===== config.mk =====
export PLATFORM = sky130hd
export DESIGN_NAME = tilt_slouch_alert_qualifier_flat
export DESIGN_NICKNAME = d
export VERILOG_FILES = /design/src/rtl/tsaq_pkg.sv /design/src/rtl/tsaq_if.sv /design/src/rtl/tilt_slouch_alert_qualifier.sv /design/src/flat_wrapper.sv
export SDC_FILE = /design/constraint.sdc
export NUM_CORES = 1
export LEC_CHECK = 0
export BUFFER_PORTS_ARGS = -buffer_cell sky130_fd_sc_hd__clkbuf_2
export CAP_MARGIN = 40
export CORE_MARGIN = 1
export CORE_UTILIZATION = 30
export CTS_CLUSTER_DIAMETER = 60
export DETAILED_ROUTE_END_ITERATION = 12
export GPL_TIMING_DRIVEN = 0
export SYNTH_ARGS = -nofsm -noshare
export SYNTH_HDL_FRONTEND = slang
export SYNTH_SLANG_ARGS = --single-unit

===== constraint.sdc =====
create_clock -name clk -period 21.4 [get_ports clk]
set_clock_uncertainty 0.15 [all_clocks]
set_input_delay 2.14 -clock clk [delete_from_list [all_inputs] [get_ports clk]]
set_output_delay 2.14 -clock clk [all_outputs]
set_load 0.005 [all_outputs]

===== src/rtl/tsaq_pkg.sv =====
// Shared widths, register indexes, command codes and reset values for the tilt slouch qualifier.
package tsaq_pkg;

	localparam int unsigned PITCH_W  = 15;
	localparam int unsigned DROP_W   = 16;
	localparam int unsigned TIME_W   = 32;
	localparam int unsigned MS_W     = 16;
	localparam int unsigned THRESH_W = 13;
	localparam int unsigned MODE_W   = 2;
	localparam int unsigned VIB_W    = 2;
	localparam int unsigned CFG_IDX_W  = 3;
	localparam int unsigned CFG_DATA_W = 16;

	typedef enum logic [MODE_W-1:0] {
		CMD_SAMPLE    = 2'd0,
		CMD_CALIBRATE = 2'd1,
		CMD_CLEAR     = 2'd2,
		CMD_NOP       = 2'd3
	} cmd_t;

	typedef enum logic [VIB_W-1:0] {
		VIB_ALWAYS  = 2'd0,
		VIB_NO_LINK = 2'd1,
		VIB_NEVER   = 2'd2,
		VIB_OFF     = 2'd3
	} vib_t;

	localparam logic [CFG_IDX_W-1:0] REG_THRESHOLD = 3'd0;
	localparam logic [CFG_IDX_W-1:0] REG_DEBOUNCE  = 3'd1;
	localparam logic [CFG_IDX_W-1:0] REG_GRACE     = 3'd2;
	localparam logic [CFG_IDX_W-1:0] REG_REPEAT    = 3'd3;
	localparam logic [CFG_IDX_W-1:0] REG_VIB_MODE  = 3'd4;
	localparam logic [CFG_IDX_W-1:0] REG_AUTOTARE  = 3'd5;

	localparam logic [THRESH_W-1:0] THRESHOLD_RST = 13'd960;
	localparam logic [MS_W-1:0]     DEBOUNCE_RST  = 16'd500;
	localparam logic [MS_W-1:0]     GRACE_RST     = 16'd5000;
	localparam logic [MS_W-1:0]     REPEAT_RST    = 16'd10000;
	localparam logic [MS_W-1:0]     AUTOTARE_RST  = 16'd2000;

endpackage


===== src/rtl/tsaq_if.sv =====
// Sample and result channel interfaces for the tilt slouch qualifier.
interface tsaq_sample_if;
	import tsaq_pkg::*;

	logic                       valid;
	logic                       ready;
	logic [MODE_W-1:0]          mode;
	logic signed [PITCH_W-1:0]  pitch;
	logic                       link_connected;
	logic [TIME_W-1:0]          now_ms;

	modport source (output valid, mode, pitch, link_connected, now_ms, input ready);
	modport sink (input valid, mode, pitch, link_connected, now_ms, output ready);
endinterface

interface tsaq_result_if;
	import tsaq_pkg::*;

	logic                       valid;
	logic                       ready;
	logic                       calibrated;
	logic signed [DROP_W-1:0]   pitch_drop;
	logic                       instant_slouch;
	logic                       slouch_state;
	logic                       alert_pulse;
	logic                       calibrate_pulse;
	logic                       stop_request;

	modport source (output valid, calibrated, pitch_drop, instant_slouch, slouch_state,
		alert_pulse, calibrate_pulse, stop_request, input ready);
	modport sink (input valid, calibrated, pitch_drop, instant_slouch, slouch_state,
		alert_pulse, calibrate_pulse, stop_request, output ready);
endinterface


===== src/rtl/tilt_slouch_alert_qualifier.sv =====
// Top level of the tilt slouch qualifier: input register, decision logic, result register.
//
// sample_ch carries one command per beat: a tilt sample, a calibrate command,
// a clear command or a no-op, each with pitch, link state and a millisecond timestamp.
// result_ch returns exactly one result beat per command, in order.
// The configuration port writes one register per cycle with cfg_wr_en high;
// write only while no command is in flight.
// A command accepted into the input register is evaluated from it against the
// held baseline, debounce, sustain and alert timers, and its result is loaded
// into the result register and offered on result_ch once that register is
// free or its beat is being taken.
// Throughput: one command per cycle while result_ch does not stall; the state
// update of one command is combinational compares and 32-bit wrapping
// subtractions, registered as the command advances, so the next command sees it at once.
// When result_ch stalls, the result register holds its beat and the input
// register still takes one more command; sample_ch.ready drops only when both
// are full.
// Reset clears calibration, auto-tare, debounced state and all timer valid
// bits, and loads the register defaults; both channels come up empty.
module tilt_slouch_alert_qualifier (
	input  logic                               clk,
	input  logic                               arst_n,
	input  logic                               cfg_wr_en,
	input  logic [tsaq_pkg::CFG_IDX_W-1:0]     cfg_idx,
	input  logic [tsaq_pkg::CFG_DATA_W-1:0]    cfg_wdata,
	tsaq_sample_if.sink                        sample_ch,
	tsaq_result_if.source                      result_ch
);
	import tsaq_pkg::*;

	// configuration
	logic [THRESH_W-1:0] thresh_q;
	logic [MS_W-1:0]     debounce_ms_q;
	logic [MS_W-1:0]     grace_ms_q;
	logic [MS_W-1:0]     repeat_ms_q;
	logic [VIB_W-1:0]    vib_mode_q;
	logic [MS_W-1:0]     autotare_ms_q;

	// input stage
	logic                      valid_s1;
	logic [MODE_W-1:0]         mode_s1;
	logic signed [PITCH_W-1:0] pitch_s1;
	logic                      link_s1;
	logic [TIME_W-1:0]         now_s1;

	// block state
	logic                      is_cal_q;
	logic signed [PITCH_W-1:0] baseline_q;
	logic                      tare_done_q;
	logic                      deb_slouch_q;
	logic [TIME_W-1:0]         deb_start_q;
	logic                      deb_run_q;
	logic [TIME_W-1:0]         sus_start_q;
	logic                      sus_run_q;
	logic [TIME_W-1:0]         last_alert_q;
	logic                      alert_given_q;

	// result stage
	logic                      out_valid_q;
	logic                      out_cal_q;
	logic signed [DROP_W-1:0]  out_drop_q;
	logic                      out_inst_q;
	logic                      out_state_q;
	logic                      out_alert_q;
	logic                      out_calp_q;
	logic                      out_stop_q;

	logic advance;
	logic accept;

	// next-state and result logic
	logic                      tare;
	logic                      cal_eff;
	logic signed [PITCH_W-1:0] base_eff;
	logic                      deb_cur;
	logic                      sus_run_cur;
	logic                      given_cur;
	logic signed [DROP_W-1:0]  drop;
	logic                      inst;
	logic [TIME_W-1:0]         deb_elapsed;
	logic [TIME_W-1:0]         sus_elapsed;
	logic [TIME_W-1:0]         rep_elapsed;
	logic                      allowed;

	logic                      n_is_cal;
	logic signed [PITCH_W-1:0] n_baseline;
	logic                      n_tare_done;
	logic                      n_deb_slouch;
	logic [TIME_W-1:0]         n_deb_start;
	logic                      n_deb_run;
	logic [TIME_W-1:0]         n_sus_start;
	logic                      n_sus_run;
	logic [TIME_W-1:0]         n_last_alert;
	logic                      n_alert_given;

	logic                      r_cal;
	logic signed [DROP_W-1:0]  r_drop;
	logic                      r_inst;
	logic                      r_state;
	logic                      r_alert;
	logic                      r_calp;
	logic                      r_stop;

	assign advance         = valid_s1 && (!out_valid_q || result_ch.ready);
	assign sample_ch.ready = !valid_s1 || advance;
	assign accept          = sample_ch.valid && sample_ch.ready;

	always_ff @(posedge clk or negedge arst_n) begin
		if (!arst_n) begin
			thresh_q      <= THRESHOLD_RST;
			debounce_ms_q <= DEBOUNCE_RST;
			grace_ms_q    <= GRACE_RST;
			repeat_ms_q   <= REPEAT_RST;
			vib_mode_q    <= VIB_ALWAYS;
			autotare_ms_q <= AUTOTARE_RST;
		end else if (cfg_wr_en) begin
			case (cfg_idx)
				REG_THRESHOLD: thresh_q      <= cfg_wdata[THRESH_W-1:0];
				REG_DEBOUNCE:  debounce_ms_q <= cfg_wdata[MS_W-1:0];
				REG_GRACE:     grace_ms_q    <= cfg_wdata[MS_W-1:0];
				REG_REPEAT:    repeat_ms_q   <= cfg_wdata[MS_W-1:0];
				REG_VIB_MODE:  vib_mode_q    <= cfg_wdata[VIB_W-1:0];
				REG_AUTOTARE:  autotare_ms_q <= cfg_wdata[MS_W-1:0];
				default: ;
			endcase
		end
	end

	always_ff @(posedge clk or negedge arst_n) begin
		if (!arst_n) begin
			valid_s1 <= 1'b0;
		end else if (accept) begin
			valid_s1 <= 1'b1;
		end else if (advance) begin
			valid_s1 <= 1'b0;
		end
	end

	always_ff @(posedge clk) begin
		if (accept) begin
			mode_s1  <= sample_ch.mode;
			pitch_s1 <= sample_ch.pitch;
			link_s1  <= sample_ch.link_connected;
			now_s1   <= sample_ch.now_ms;
		end
	end

	always_comb begin
		tare        = !tare_done_q && (now_s1 >= {{(TIME_W-MS_W){1'b0}}, autotare_ms_q});
		cal_eff     = is_cal_q || tare;
		base_eff    = tare ? pitch_s1 : baseline_q;
		deb_cur     = tare ? 1'b0 : deb_slouch_q;
		sus_run_cur = tare ? 1'b0 : sus_run_q;
		given_cur   = tare ? 1'b0 : alert_given_q;

		drop = cal_eff ? ($signed({base_eff[PITCH_W-1], base_eff})
			- $signed({pitch_s1[PITCH_W-1], pitch_s1})) : '0;
		inst = cal_eff && (drop > $signed({{(DROP_W-THRESH_W){1'b0}}, thresh_q}));

		deb_elapsed = now_s1 - deb_start_q;
		sus_elapsed = now_s1 - sus_start_q;
		rep_elapsed = now_s1 - last_alert_q;
		allowed = (vib_mode_q == VIB_ALWAYS) || ((vib_mode_q == VIB_NO_LINK) && !link_s1);

		n_is_cal      = is_cal_q;
		n_baseline    = baseline_q;
		n_tare_done   = tare_done_q;
		n_deb_slouch  = deb_slouch_q;
		n_deb_start   = deb_start_q;
		n_deb_run     = deb_run_q;
		n_sus_start   = sus_start_q;
		n_sus_run     = sus_run_q;
		n_last_alert  = last_alert_q;
		n_alert_given = alert_given_q;

		r_cal   = is_cal_q;
		r_drop  = '0;
		r_inst  = 1'b0;
		r_state = 1'b0;
		r_alert = 1'b0;
		r_calp  = 1'b0;
		r_stop  = 1'b0;

		case (mode_s1)
			CMD_CALIBRATE: begin
				n_is_cal      = 1'b1;
				n_baseline    = pitch_s1;
				n_deb_slouch  = 1'b0;
				n_sus_run     = 1'b0;
				n_alert_given = 1'b0;
				r_cal         = 1'b1;
				r_calp        = 1'b1;
			end
			CMD_CLEAR: begin
				n_is_cal      = 1'b0;
				n_baseline    = '0;
				n_deb_slouch  = 1'b0;
				n_sus_run     = 1'b0;
				n_alert_given = 1'b0;
				r_cal         = 1'b0;
			end
			CMD_SAMPLE: begin
				n_tare_done   = tare_done_q || tare;
				n_is_cal      = cal_eff;
				n_baseline    = base_eff;
				n_deb_slouch  = deb_cur;
				n_sus_run     = sus_run_cur;
				n_alert_given = given_cur;

				if (inst != deb_cur) begin
					if (!deb_run_q) begin
						n_deb_start = now_s1;
						n_deb_run   = 1'b1;
					end else if (deb_elapsed >= {{(TIME_W-MS_W){1'b0}}, debounce_ms_q}) begin
						n_deb_slouch = inst;
						n_deb_run    = 1'b0;
					end
				end else begin
					n_deb_run = 1'b0;
				end

				if (cal_eff && n_deb_slouch && allowed) begin
					if (!sus_run_cur) begin
						n_sus_start = now_s1;
						n_sus_run   = 1'b1;
					end else if (sus_elapsed >= {{(TIME_W-MS_W){1'b0}}, grace_ms_q}) begin
						if (!given_cur
							|| (rep_elapsed >= {{(TIME_W-MS_W){1'b0}}, repeat_ms_q})) begin
							n_last_alert  = now_s1;
							n_alert_given = 1'b1;
							r_alert       = 1'b1;
						end
					end
				end else begin
					n_sus_run     = 1'b0;
					n_alert_given = 1'b0;
					r_stop        = !n_deb_slouch;
				end

				r_cal   = cal_eff;
				r_drop  = drop;
				r_inst  = inst;
				r_state = n_deb_slouch;
				r_calp  = tare;
			end
			default: begin
				r_cal   = is_cal_q;
				r_state = deb_slouch_q;
			end
		endcase
	end

	always_ff @(posedge clk or negedge arst_n) begin
		if (!arst_n) begin
			is_cal_q      <= 1'b0;
			baseline_q    <= '0;
			tare_done_q   <= 1'b0;
			deb_slouch_q  <= 1'b0;
			deb_start_q   <= '0;
			deb_run_q     <= 1'b0;
			sus_start_q   <= '0;
			sus_run_q     <= 1'b0;
			last_alert_q  <= '0;
			alert_given_q <= 1'b0;
		end else if (advance) begin
			is_cal_q      <= n_is_cal;
			baseline_q    <= n_baseline;
			tare_done_q   <= n_tare_done;
			deb_slouch_q  <= n_deb_slouch;
			deb_start_q   <= n_deb_start;
			deb_run_q     <= n_deb_run;
			sus_start_q   <= n_sus_start;
			sus_run_q     <= n_sus_run;
			last_alert_q  <= n_last_alert;
			alert_given_q <= n_alert_given;
		end
	end

	always_ff @(posedge clk or negedge arst_n) begin
		if (!arst_n) begin
			out_valid_q <= 1'b0;
		end else if (advance) begin
			out_valid_q <= 1'b1;
		end else if (result_ch.ready) begin
			out_valid_q <= 1'b0;
		end
	end

	always_ff @(posedge clk) begin
		if (advance) begin
			out_cal_q   <= r_cal;
			out_drop_q  <= r_drop;
			out_inst_q  <= r_inst;
			out_state_q <= r_state;
			out_alert_q <= r_alert;
			out_calp_q  <= r_calp;
			out_stop_q  <= r_stop;
		end
	end

	assign result_ch.valid           = out_valid_q;
	assign result_ch.calibrated      = out_cal_q;
	assign result_ch.pitch_drop      = out_drop_q;
	assign result_ch.instant_slouch  = out_inst_q;
	assign result_ch.slouch_state    = out_state_q;
	assign result_ch.alert_pulse     = out_alert_q;
	assign result_ch.calibrate_pulse = out_calp_q;
	assign result_ch.stop_request    = out_stop_q;

endmodule

===== src/flat_wrapper.sv =====
// flat-port wrapper written by rule: the top's interface ports become plain ports
module tilt_slouch_alert_qualifier_flat import tsaq_pkg::*;
  (clk, arst_n, cfg_wr_en, cfg_idx, cfg_wdata, sample_ch_valid, sample_ch_mode, sample_ch_pitch, sample_ch_link_connected, sample_ch_now_ms, sample_ch_ready, result_ch_valid, result_ch_calibrated, result_ch_pitch_drop, result_ch_instant_slouch, result_ch_slouch_state, result_ch_alert_pulse, result_ch_calibrate_pulse, result_ch_stop_request, result_ch_ready);
  tsaq_sample_if sample_ch_i ();
  tsaq_result_if result_ch_i ();
  input  logic clk;
  input  logic arst_n;
  input  logic cfg_wr_en;
  input  logic [tsaq_pkg::CFG_IDX_W-1:0] cfg_idx;
  input  logic [tsaq_pkg::CFG_DATA_W-1:0] cfg_wdata;
  input wire logic [$bits(sample_ch_i.valid)-1:0] sample_ch_valid;
  input wire logic [$bits(sample_ch_i.mode)-1:0] sample_ch_mode;
  input wire logic [$bits(sample_ch_i.pitch)-1:0] sample_ch_pitch;
  input wire logic [$bits(sample_ch_i.link_connected)-1:0] sample_ch_link_connected;
  input wire logic [$bits(sample_ch_i.now_ms)-1:0] sample_ch_now_ms;
  output wire logic [$bits(sample_ch_i.ready)-1:0] sample_ch_ready;
  output wire logic [$bits(result_ch_i.valid)-1:0] result_ch_valid;
  output wire logic [$bits(result_ch_i.calibrated)-1:0] result_ch_calibrated;
  output wire logic [$bits(result_ch_i.pitch_drop)-1:0] result_ch_pitch_drop;
  output wire logic [$bits(result_ch_i.instant_slouch)-1:0] result_ch_instant_slouch;
  output wire logic [$bits(result_ch_i.slouch_state)-1:0] result_ch_slouch_state;
  output wire logic [$bits(result_ch_i.alert_pulse)-1:0] result_ch_alert_pulse;
  output wire logic [$bits(result_ch_i.calibrate_pulse)-1:0] result_ch_calibrate_pulse;
  output wire logic [$bits(result_ch_i.stop_request)-1:0] result_ch_stop_request;
  input wire logic [$bits(result_ch_i.ready)-1:0] result_ch_ready;
  assign sample_ch_i.valid = sample_ch_valid;
  assign sample_ch_i.mode = sample_ch_mode;
  assign sample_ch_i.pitch = sample_ch_pitch;
  assign sample_ch_i.link_connected = sample_ch_link_connected;
  assign sample_ch_i.now_ms = sample_ch_now_ms;
  assign sample_ch_ready = sample_ch_i.ready;
  assign result_ch_valid = result_ch_i.valid;
  assign result_ch_calibrated = result_ch_i.calibrated;
  assign result_ch_pitch_drop = result_ch_i.pitch_drop;
  assign result_ch_instant_slouch = result_ch_i.instant_slouch;
  assign result_ch_slouch_state = result_ch_i.slouch_state;
  assign result_ch_alert_pulse = result_ch_i.alert_pulse;
  assign result_ch_calibrate_pulse = result_ch_i.calibrate_pulse;
  assign result_ch_stop_request = result_ch_i.stop_request;
  assign result_ch_i.ready = result_ch_ready;
  tilt_slouch_alert_qualifier u_core (.clk(clk), .arst_n(arst_n), .cfg_wr_en(cfg_wr_en), .cfg_idx(cfg_idx), .cfg_wdata(cfg_wdata), .sample_ch(sample_ch_i), .result_ch(result_ch_i));
endmodule

==> reports/qor.txt <==
Layout cells sized above 1 - 17.8%
Gr usage total - 16.0%
FF-to-FF path depth - 31
Async SR Flop Fraction - 73.3%
I/O pin cnt - 98
Detailed Route WL - 50500 µm
Max-cap violations - 0
Layout Utilization - 35.1%
Commonest non-fill, non-tap cell in the layout - inv_1
Die Width - 251 µm
Vias/cell - 5.04
Total negative slack - 0 ps
# clock sinks - 270
Outcome - finished, final reports clean
Final Setup Violations - 0
Iteration-0 DRC count of the detailed router - 807
First-pass GRT wire length - 80500 µm
Port bufs - 96
H-tree levels - 2
Initial antenna violation count - 0
Dpl ws - 12570 ps
Yosys cell types - 85
Largest net degree at the start of global routing - 97
Worst EP required - 21680 ps
CTS root buf - clkbuf_16
1st-pass router iterations - 7
Syn Inst Count - 1913
Longest Clk Path Bufs - 3
Leak - 9.41 nW
Gr ovfl total - 0
Final Cell Area - 21600 µm²
Worst R2R Start - u_core.now_s1[0]
Number of flops mapped to enable cells by yosys - 72
Hold WC Path Type - reg2reg
CTS resizes - 0
CP arrival - 9120 ps
CP top delay family - compound AO/OA/AOI/OAI gates
Hold EP - u_core.deb_start_q[10]
Final Max Tran Viols - 0
Worst hold start - u_core.deb_start_q[10]
Vias in the first global route - 15.0k
Fin worst setup slack - 12570 ps
# DRC - 0
Area Growth Syn to Fin - 15.9%
Area leader, netlist - dfrtp_1
Mapped Area - 18600 µm²
Total CTS buffers - 36
Critical path's slowest cell - clkbuf_1
Worst-skew pair later-pin latency - 560 ps
Main synth FF type - dfrtp_1
Antenna fix cells - 0
Buffers & Inverters on Critical Path - 5
Reg2Reg Setup Slack - 12570 ps
Syn avg cell area - 9.74 µm²
Power Density - 111 nW/µm²
Post-CTS Repair Setup Buffers - 0
DP HPWL - 39800 µm
Critical Path Start Type - flip-flop
Total die area - 63100 µm²
RSZ-0062 raised after global routing - false
Kind of critical path - reg2reg
Fmax - 113 MHz
Register bit total from synthesis - 270
Core area - 61600 µm²
Die Height - 251 µm
Crit-path max cell delay - 490 ps
Synth warnings - 0
Share of the synthesized area in the top cell type - 23.1%
Period utilization - 41.3%
Row count - 91
Crit. End Element - flip-flop
Crit-path most repeated cell - ha_1
Worst slew margin - 48.3%
Worst reg2reg path endpoint - u_core.deb_start_q[9]
Worst vdd ir - 0.0660 mV
Cts hold-fix bufs - 0
Max FO, Critical Path - 10
Vias - 14.7k
Total power - 2.39 mW
Post-Syn Nets - 2176
Top post-synthesis cells by area - dfrtp_1 (23%), ha_1 (12%), edfxtp_1 (12%)
Initial Util - 30.3%
Final Hold Fails - 0
Placement Cell Area - 20300 µm²
# nets final - 2318
Clock transition at path regs - 50 ps
Wire length per cell - 17.3 µm
CTS tree - done
Most frequent cells in the layout - inv_1 (207), ha_1 (185), dfrtp_1 (172)
Register area share after synthesis - 38.4%
Post-route ant nets - 0
Hold Path Stages - 1
Final Wtd Congestion - 0.899
Slew @ Worst Pin - 765 ps
Min Tclk post-route - 8830 ps
-- final cells by class --
cell class / count / area, µm²
Buffer: 69 / 350
Inverter: 207 / 777
Sequential cell: 270 / 7150
Clock buffer: 44 / 1010
Tap cell: 837 / 1050
Clock inverter: 22 / 277
Fill cell: 6221 / 40000
Timing Repair Buffer: 104 / 612
Multi-Input combinational cell: 1367 / 10400
-- synthesized netlist by cell type (31+ instances only) --
cell / instances
o21ai_0: 112
inv_1: 207
nor3_1: 33
a21oi_1: 137
clkbuf_1: 55
a21o_1: 35
nand4_1: 31
nand2_1: 154
xnor2_1: 49
nor2_1: 94
ha_1: 185
dfrtp_1: 172
mux2_4: 33
mux2_2: 111
edfxtp_1: 72
-- worst reg2reg max path, delay by kind of cell, from the launching register on --
kind,cells,cell delay [ps]
XOR/XNOR,2,300
adder cells (fa/ha/maj),3,960
AO/OA/AOI/OAI,11,2830
AND/OR/NAND/NOR,8,1230
multiplexers,2,770
buffers and inverters,5,2020
flip-flops,1,440
-- cells by family (layout without fill, tap and decap cells) --
logic type	Yosys count	count (layout)	synth area share, %
xor+xnor	77	77	3.62
flops	270	270	38.4
fa+ha+maj	189	189	12.8
compound gates	475	475	16.5
buf+inv	276	446	6.05
simple gates	466	466	12.3
mux	160	160	10.3
-- stage by stage --
step / hold slack (ps) / std cells
finish: 340 / 2920
global route: 366 / 2920
CTS: 346 / 2920
detailed placement: 334 / 2854
global placement: 324 / 2846
floorplan: 307 / 1913
-- per-layer routing --
layer / GRT usage [%] / wire [µm] / vias to the layer above
li1: - / - / 7178
met1: 21.2 / 23600 / 7172
met2: 27.4 / 23800 / 297
met3: 2.05 / 1820 / 69
met4: 4.43 / 1170 / 0
met5: 0 / 0 / -
-- where the power goes --
part	internal, mW	total, mW	switching [mW]	leakage [nW]
clock network	0.403	0.653	0.250	0.633
registers	0.638	0.695	0.0568	3.19
logic	0.446	1.04	0.594	5.58
total	1.49	2.39	0.901	9.41
-- registers in the layout (all words and copies together), names as in the netlist, 2 cells and up --
register / cells
u_core.deb_start_q: 32
u_core.last_alert_q: 32
u_core.now_s1: 32
u_core.sus_start_q: 32
u_core.autotare_ms_q: 16
u_core.debounce_ms_q: 16
u_core.grace_ms_q: 16
u_core.repeat_ms_q: 16
u_core.result_ch.pitch_drop: 16
u_core.baseline_q: 15
u_core.pitch_s1: 15
u_core.thresh_q: 13
u_core.mode_s1: 2
u_core.vib_mode_q: 2
-- worst max path at each step --
| stage | start | to | slack (ps) | depth (start not counted) |
|---|---|---|---|---|
| global placement | u_core.now_s1[0] | u_core.deb_start_q[26] | 12700 | 31 |
| global route | u_core.now_s1[0] | u_core.deb_start_q[24] | 12080 | 32 |
| floorplan | u_core.now_s1[1] | u_core.deb_start_q[10] | 14600 | 29 |
| CTS | u_core.now_s1[0] | u_core.deb_start_q[1] | 12550 | 31 |
| finish | u_core.now_s1[0] | u_core.deb_start_q[9] | 12570 | 31 |
| detailed placement | u_core.now_s1[0] | u_core.deb_start_q[1] | 12570 | 31 |
(Power assumes the default switching activity.)
